$ cat src/rtl/mcbm_pkg.sv
`timescale 1ns / 1ps

package mcbm_pkg;

  // Memory geometry.
  localparam int unsigned WORK_RAM_DEPTH  = 8192;
  localparam int unsigned VIDEO_RAM_DEPTH = 8192;
  localparam int unsigned WORK_AW  = $clog2(WORK_RAM_DEPTH);
  localparam int unsigned VIDEO_AW = $clog2(VIDEO_RAM_DEPTH);
  localparam int unsigned CLR_DEPTH =
      (WORK_RAM_DEPTH > VIDEO_RAM_DEPTH) ? WORK_RAM_DEPTH : VIDEO_RAM_DEPTH;
  localparam int unsigned CLR_AW = $clog2(CLR_DEPTH);

  // Vector store.
  localparam int unsigned VEC_COUNT = 12;
  localparam int unsigned VEC_AW    = 4;

  // Access modes.
  localparam logic [1:0] MODE_READ  = 2'd0;
  localparam logic [1:0] MODE_FETCH = 2'd1;
  localparam logic [1:0] MODE_WRITE = 2'd2;

  // Configuration register indexes.
  localparam int unsigned CFG_IW = 3;
  localparam logic [CFG_IW-1:0] CFG_DIP_ONE    = 3'd0;
  localparam logic [CFG_IW-1:0] CFG_DIP_TWO    = 3'd1;
  localparam logic [CFG_IW-1:0] CFG_DIP_THREE  = 3'd2;
  localparam logic [CFG_IW-1:0] CFG_DEMO_MASK  = 3'd3;
  localparam logic [CFG_IW-1:0] CFG_COIN_LIMIT = 3'd4;

  // Address map.
  localparam logic [15:0] VEC_RD_LO    = 16'hFFF2;
  localparam logic [15:0] VEC_RD_HI    = 16'hFFFD;
  localparam logic [15:0] ROM_BASE     = 16'h6000;
  localparam logic [15:0] VIDEO_BASE   = 16'h4000;
  localparam logic [15:0] PORT_DIP_TWO = 16'h3000;
  localparam logic [15:0] PORT_SYSTEM  = 16'h3080;
  localparam logic [15:0] PORT_PLAYER  = 16'h3081;
  localparam logic [15:0] PORT_SPARE   = 16'h3082;
  localparam logic [15:0] PORT_DIP_ONE = 16'h3083;
  localparam logic [15:0] PORT_DIP_THR = 16'h3100;
  localparam logic [15:0] LATCH_LO     = 16'h8080;
  localparam logic [15:0] LATCH_HI     = 16'h8087;
  localparam logic [15:0] SOUND_LATCH  = 16'h8100;
  localparam logic [15:0] VEC_WR_LO    = 16'h8182;
  localparam logic [15:0] VEC_WR_HI    = 16'h818D;
  localparam logic [VIDEO_AW-1:0] GAME_STATE_INDEX = VIDEO_AW'(16'h1002);

  localparam logic [2:0] LATCH_SOUND_TRIG = 3'd1;
  localparam logic [2:0] LATCH_IRQ_EN     = 3'd7;

  typedef enum logic [1:0] {
    SRC_IMM,
    SRC_WORK,
    SRC_VIDEO
  } src_e;

  // One accepted bus transaction, as seen by the register file.
  typedef struct packed {
    logic        valid;
    logic [1:0]  mode;
    logic [15:0] address;
    logic [7:0]  write_data;
    logic [7:0]  rom_byte;
    logic        coin;
    logic        start;
    logic        left;
    logic        right;
    logic        up;
    logic        down;
    logic        fire;
    logic        demo_off;
  } acc_t;

  // Register file answer for the same transaction.
  typedef struct packed {
    logic [7:0] imm_data;
    logic       irq_enable;
    logic       clear_irq;
    logic       sound_req;
    logic [7:0] sound_cmd;
  } res_t;

  function automatic logic is_port(input logic [15:0] a);
    return (a == PORT_DIP_TWO) || (a == PORT_SYSTEM) || (a == PORT_PLAYER) ||
           (a == PORT_SPARE) || (a == PORT_DIP_ONE) || (a == PORT_DIP_THR);
  endfunction

  // Where the read byte of a transaction comes from.
  function automatic src_e ram_src(input logic [1:0] mode, input logic [15:0] a);
    src_e s;
    s = SRC_IMM;
    if (mode == MODE_READ || mode == MODE_FETCH) begin
      if ((a >= VEC_RD_LO && a <= VEC_RD_HI) || a >= ROM_BASE) begin
        s = SRC_IMM;
      end else if (mode == MODE_READ && is_port(a)) begin
        s = SRC_IMM;
      end else if (a >= VIDEO_BASE) begin
        s = SRC_VIDEO;
      end else begin
        s = SRC_WORK;
      end
    end
    return s;
  endfunction

endpackage

$ cat src/rtl/mcbm_regs.sv
`timescale 1ns / 1ps

module mcbm_regs import mcbm_pkg::*; (
  input  logic              clk_i,
  input  logic              rst_ni,
  input  logic              cfg_we_i,
  input  logic [CFG_IW-1:0] cfg_index_i,
  input  logic [7:0]        cfg_data_i,
  input  acc_t              acc_i,
  output res_t              res_o
);

  logic [7:0] dip_one_q, dip_two_q, dip_three_q, demo_mask_q, coin_limit_q;
  logic [7:0] vec_q [VEC_COUNT];
  logic       irq_q, irq_d;
  logic       trig_q, trig_d;
  logic [7:0] snd_q, snd_d;
  logic [7:0] game_state_q;

  logic              wr;
  logic [15:0]       a;
  logic [VEC_AW-1:0] vec_idx;
  logic              vec_hit;
  logic              vec_wr;
  logic              gs_wr;
  logic              latch_wr;
  logic [7:0]        mask;
  logic [7:0]        imm;
  logic              clr, sreq;

  always_comb begin
    a        = acc_i.address;
    wr       = acc_i.valid && acc_i.mode == MODE_WRITE;
    vec_idx  = a[VEC_AW-1:0] - VEC_AW'(2);
    vec_hit  = (a >= VEC_RD_LO) && (a <= VEC_RD_HI);
    vec_wr   = wr && (a >= VEC_WR_LO) && (a <= VEC_WR_HI);
    latch_wr = wr && (a >= LATCH_LO) && (a <= LATCH_HI);
    gs_wr    = wr && (a >= VIDEO_BASE) && (a < ROM_BASE) &&
               (a[VIDEO_AW-1:0] == GAME_STATE_INDEX);
    // The decryption mask depends on address bits 1 and 3.
    mask     = (a[1] ? 8'h80 : 8'h20) | (a[3] ? 8'h08 : 8'h02);

    imm = 8'h00;
    unique case (acc_i.mode)
      MODE_READ: begin
        priority if (vec_hit) begin
          imm = vec_q[vec_idx];
        end else if (a >= ROM_BASE) begin
          imm = acc_i.rom_byte;
        end else if (a == PORT_DIP_TWO) begin
          imm = acc_i.demo_off ? (dip_two_q | demo_mask_q) : (dip_two_q & ~demo_mask_q);
        end else if (a == PORT_SYSTEM) begin
          imm = 8'hFF;
          if (acc_i.coin && game_state_q <= coin_limit_q) imm[0] = 1'b0;
          if (acc_i.start) imm[3] = 1'b0;
        end else if (a == PORT_PLAYER) begin
          imm = {2'b11, ~acc_i.coin, ~acc_i.fire, ~acc_i.down, ~acc_i.up,
                 ~acc_i.right, ~acc_i.left};
        end else if (a == PORT_SPARE) begin
          imm = 8'hFF;
        end else if (a == PORT_DIP_ONE) begin
          imm = dip_one_q;
        end else if (a == PORT_DIP_THR) begin
          imm = dip_three_q;
        end else begin
          imm = 8'h00;
        end
      end
      MODE_FETCH: begin
        priority if (vec_hit) begin
          imm = vec_q[vec_idx];
        end else if (a >= ROM_BASE) begin
          imm = acc_i.rom_byte ^ mask;
        end else begin
          imm = 8'h00;
        end
      end
      default: imm = 8'h00;
    endcase

    irq_d  = irq_q;
    trig_d = trig_q;
    snd_d  = snd_q;
    clr    = 1'b0;
    sreq   = 1'b0;
    if (latch_wr) begin
      if (a[2:0] == LATCH_SOUND_TRIG) begin
        sreq   = acc_i.write_data[0] && !trig_q;
        trig_d = acc_i.write_data[0];
      end else if (a[2:0] == LATCH_IRQ_EN) begin
        irq_d = acc_i.write_data[0];
        clr   = !acc_i.write_data[0];
      end
    end
    if (wr && a == SOUND_LATCH) begin
      snd_d = acc_i.write_data;
    end
  end

  assign res_o = '{imm_data:   imm,
                   irq_enable: irq_d,
                   clear_irq:  clr,
                   sound_req:  sreq,
                   sound_cmd:  snd_d};

  always_ff @(posedge clk_i or negedge rst_ni) begin
    if (!rst_ni) begin
      dip_one_q    <= 8'h00;
      dip_two_q    <= 8'h00;
      dip_three_q  <= 8'h00;
      demo_mask_q  <= 8'h00;
      coin_limit_q <= 8'h02;
      irq_q        <= 1'b0;
      trig_q       <= 1'b0;
      snd_q        <= 8'h00;
      game_state_q <= 8'h00;
      for (int i = 0; i < VEC_COUNT; i++) begin
        vec_q[i] <= 8'h00;
      end
    end else begin
      if (cfg_we_i) begin
        unique case (cfg_index_i)
          CFG_DIP_ONE:    dip_one_q    <= cfg_data_i;
          CFG_DIP_TWO:    dip_two_q    <= cfg_data_i;
          CFG_DIP_THREE:  dip_three_q  <= cfg_data_i;
          CFG_DEMO_MASK:  demo_mask_q  <= cfg_data_i;
          CFG_COIN_LIMIT: coin_limit_q <= cfg_data_i;
          default: ;
        endcase
      end
      irq_q  <= irq_d;
      trig_q <= trig_d;
      snd_q  <= snd_d;
      if (gs_wr) begin
        game_state_q <= acc_i.write_data;
      end
      if (vec_wr) begin
        vec_q[vec_idx] <= acc_i.write_data;
      end
    end
  end

endmodule

$ cat config.mk
export PLATFORM = sky130hd
export DESIGN_NAME = mcbm_regs
export DESIGN_NICKNAME = d
export VERILOG_FILES = /design/src/rtl/mcbm_pkg.sv /design/src/rtl/mcbm_regs.sv
export SDC_FILE = /design/constraint.sdc
export NUM_CORES = 1
export LEC_CHECK = 0
export BUFFER_PORTS_ARGS = -buffer_cell sky130_fd_sc_hd__buf_4
export CORE_MARGIN = 2
export CORE_UTILIZATION = 50
export CTS_CLUSTER_DIAMETER = 80
export DETAILED_ROUTE_END_ITERATION = 16
export PLACE_DENSITY = 0.77
export SYNTH_ARGS = -nofsm -noshare
export SYNTH_HDL_FRONTEND = slang
export SYNTH_SLANG_ARGS = --single-unit
$ cat constraint.sdc
create_clock -name clk_i -period 2.49 [get_ports clk_i]
set_clock_uncertainty 0.2 [all_clocks]
set_input_delay 0.249 -clock clk_i [delete_from_list [all_inputs] [get_ports clk_i]]
set_output_delay 0.249 -clock clk_i [all_outputs]
set_load 0.03 [all_outputs]
# Yosys cells after proc, flatten, opt, wreduce, memory -nomap -nowiden
# Cells that the tools add are included.
dict set report word_totals {
  regBits 154
  elab_cells 116
}
dict set report op_classes {
  n_mux 31
  addsub 1
  n_eq_ne 16
  order_cmp 12
  reduce_logical 23
  bitwise_logic 12
}
# operator n
set ops {}
lappend ops {{two-way mux 8 bit} 16}
lappend ops {{bitwise mux 96 bit} 1}
lappend ops {{equality test 16 x 14 -> 1 bit, second input constant} 6}
lappend ops {{>= comparator 16 bit, second input constant} 3}
lappend ops {{less-or-equal comparator 16 bit, second input constant} 3}
lappend ops {{binary-select mux 8 bit (select 4 bit)} 1}
lappend ops {{demux 8 bit (select 4 bit)} 1}
lappend ops {{>= comparator 16 x 15 -> 1 bit, second input constant} 2}
lappend ops {{equality test 16 bit, second input constant} 1}
lappend ops {{< comparator 16 x 15 -> 1 bit, second input constant} 1}
lappend ops {{one-hot mux 8 bit (2 select lines)} 1}
lappend ops {{equality test 13 bit, second input constant} 1}
lappend ops {{logical AND 1 bit} 13}
lappend ops {{AND reduction 2 bit} 6}
lappend ops {{two-way mux 1 bit} 10}
lappend ops {{bitwise AND 8 bit} 1}
lappend ops {{less-or-equal comparator 8 bit} 1}
lappend ops {{inverter 8 bit} 1}
lappend ops {{bitwise OR 8 x 4 -> 8 bit} 1}
lappend ops {{bitwise OR 8 bit} 1}
lappend ops {{XOR 8 bit} 1}
lappend ops {{equality test 3 x 1 -> 1 bit, second input constant} 2}
lappend ops {{equality test 3 x 2 -> 1 bit, second input constant} 2}
lappend ops {{equality test 3 bit, second input constant} 2}
lappend ops {{other kinds (11)} 17}

# Logic depth before layout (Yosys ltp)
dict set report logic_depth {
  ltp_word 10
  ltp_mapped 9
  ltp_nobuf 7
}

# Worst setup path before layout
# OpenSTA, ideal clock, no wires.
dict set report synth_path {
  path_kind {input to output}
  startpoint {in acc_i[25] in the netlist's numbering}
  endpoint {out res_o[13] in the netlist's numbering}
  required_ps 2041
  arrival_time_ps 2685
  path_stages 9
  path_slack_ps -644
  path_cell_list {clkbuf_1 inv_1 ha_1 xnor2_2 clkbuf_1 nor2_1 nor2_1 a221oi_1 a211oi_1}
}
# element line
set synth_lines {}
lappend synth_lines {{start, declared} mcbm_regs.sv:9} ;# input acc_t acc_i,
lappend synth_lines {{end, declared} mcbm_regs.sv:10} ;# output res_t res_o

==> run summary <==
Initial Utilization - 0.510
Tightest Pin Transition - 0.645 ns
Most used DFF post-synth - dfrtp_1
Grt ovf - 0
I/O Buffers - 75
Synth-to-Final Area Change - 38.8%
Endpoint class of the critical path - output port
Initial antenna violation count - 0
CTS max path bufs - 2
Max cap viols - 0
Ports - 76
Design Area, Final - 11,200 um2
Sink Count - 154
Synth top area cells - dfrtp_1 47%, mux2_2 16%, mux4_2 6.7%, mux2_4 4.5%, nor3_4 2.0%
Antenna Nets Post-Route - 0
Final Critical Period - 2.70 ns
Post-Synth Adder-Cell Area - 0.0183
CTS Buf Count - 17
XOR/XNOR Fraction of Synth Area - 0.00744
Number of synthesized flops with an enable pin - 0
CP startpoint - coin_limit_q[1]
Clock insertion delay at the later pin of the skew report - 0.43 ns
Synth Area in Compound Gates - 0.0583
Worst Slack Setup Final - -0.209 ns
# DRC - 0
Slew Viols, Final - 0
R2r worst-path depth - 2
Final Cycle Share - 1.08
RR Startpoint - vec_q[71]
CTS tree - done
Layout cell share with drive strength beyond 1 - 0.567
Hold Crit Start - acc_i[23]
Die area - 17,200 um2
Root Buffer - clkbuf_16
Initial DRC Count - 414
Multiplexer share of the synthesized area - 0.295
Fill count - 1,039
Async SR Flop Fraction - 1.00
Average vias per placed instance - 5.97
Final Net Count - 872
Share of the synthesized area in the top cell type - 0.475
RSZ-0062 raised after global routing - true
Yosys top cell by area - dfrtp_1
Setup CP Type - register to output port
Post-Synth Simple-Gate Area - 0.117
Largest net degree at the start of global routing - 64
Post-Syn Area per Cell - 13.2 um2
Worst-path clk slew - 0.06 ns
Cell Area, Synth - 8070 um2
Post-synth top cells - 153 x dfrtp_1, 116 x mux2_2, 39 x nand2_1
Hold Violations, Final - 0
ANT cells - 0
Maximum clock rate - 0.371 GHz
Vias in the first global route - 6,503
Post-DP HPWL - 16,100 um
Min-Delay Path Depth - 2
Crit path arrival time - 2.25 ns
Leak pwr - 5.21 nW
Number of distinct library cells after synthesis - 63
Worst VDD drop - 480 uV
H-tree Lvls - 4
Worst min path class - primary input to register
Pwr Total - 0.00617 W
Seq cells post-synth - 154
DRT Pass-1 Iters - 7
Crit-path max FO - 2
First-pass GRT wire length - 35,500 um
Gpl congestion - 0.965
Gr usage total - 0.280
Die Y - 131 um
R2R Path End - vec_q[71]
Outcome - complete, but fails checks
Sum Neg Setup Slack - -1.78 ns
Routed via count - 6,170
Largest family of logic cells by synthesized area - multiplexers
WL/cell - 22.4 um
DP Area - 9880 um2
Die W - 131 um
Hold worst-path end - vec_q[55]
# rows - 46
Worst Path Required - 2.04 ns
Core Area - 15,800 um2
R2R setup slack - 1.40 ns
Normalized max-slew margin - 0.568
Cell Pwr Density - 551 nW/um2
Cell with the most instances after synthesis - dfrtp_1
Yosys warnings - 0
WL final - 23,200 um
Sequential cell area fraction in the yosys report - 0.478
Count of final setup violators - 15
Syn Inst Count - 613
Critical path startpoint category - register
Syn nets - 681
Failing checks - negative setup slack
## flip-flops by register name, summed over array words and instances (netlist names)
name	flops
game_state_q	8
demo_mask_q	8
trig_q	1
coin_limit_q	8
vec_q	96
dip_three_q	8
snd_q	8
dip_one_q	8
dip_two_q	8
irq_q	1
## worst max-delay path, cell delays in order, from the launching register on
cell,delay [ns]
dfstp_2,0.52
inv_2,0.04
ha_4,0.26
nand3_2,0.07
o221ai_2,0.19
nand3b_1,0.14
a41o_1,0.25
o22ai_2,0.19
buf_6,0.15
## routing by layer
layer | GRT usage | routed length, um | vias up | share of wire
met3 | 0.0537 | 1070 | 66 | 0.046
met1 | 0.355 | 9760 | 3185 | 0.42
met2 | 0.477 | 11500 | 219 | 0.50
met5 | 0 | 0 | - | 0
li1 | - | - | 2700 | -
met4 | 0.113 | 877 | 0 | 0.038
## cells in the final DEF (no fill, tap or decap), types with 12 or more instances in the layout
master           n
dfrtp_1        153
nand3_1         12
buf_6           31
mux2_2         108
mux2_4          32
dlygate4sd3_1   13
clkbuf_16       18
nor2_1          14
buf_12          19
inv_1           12
buf_4          140
nand2_1         34
mux4_2          24
## area by class of cell
type	instances	area (um2)	share of cell area
clock buffer	23	488	0.0436
timing repair buffer	209	2020	0.181
multi-input combinational	407	4420	0.394
tap	216	270	0.0241
sequential	154	3850	0.344
clock inverter	9	88.8	0.00793
inverter	15	56.3	0.00503
## worst max-delay path by stage
| stage | slack, ns | cells after the start | end |
|---|---|---|---|
| CTS | -0.18 | 8 | res_o[11] |
| floorplan | -0.09 | 6 | res_o[13] |
| global placement | -0.32 | 8 | res_o[14] |
| detailed placement | -0.33 | 7 | res_o[17] |
| global route | -0.30 | 8 | res_o[11] |
| finish | -0.21 | 8 | res_o[11] |
## through the flow
stage           util  instances  hold slack, ns  worst slack (ns)
3_5_place_dp   0.624        971          0.0607            -0.327
4_1_cts        0.697       1027         0.00509            -0.179
3_3_place_gp   0.624        971          0.0451            -0.316
6_report       0.708       1033          0.0153            -0.209
5_1_grt        0.708       1033          0.0205            -0.299
2_1_floorplan      -        613          -0.247           -0.0886
## cell families after synthesis
logic type | Yosys count
flops | 154
mux | 180
buf+inv | 52
compound gates | 68
xor+xnor | 6
fa+ha+maj | 12
simple gates | 141
## report_power, final
part | internal, W | switching (W)
registers | 0.00265 | 0.0000780
clock network | 0.00148 | 0.00103
logic | 0.000442 | 0.000482
## timing repair
action                                  4_1_cts  5_1_grt
endpoints found under the setup margin       16       17
hold endpoints to repair                    124        0
gates resized for setup                      77       25
hold buffers                                 13        0
setup buffers                                12        5
gates cloned                                  1        1
pin swaps                                    35       22
Note: power is estimated with default switching activity, not from simulation.
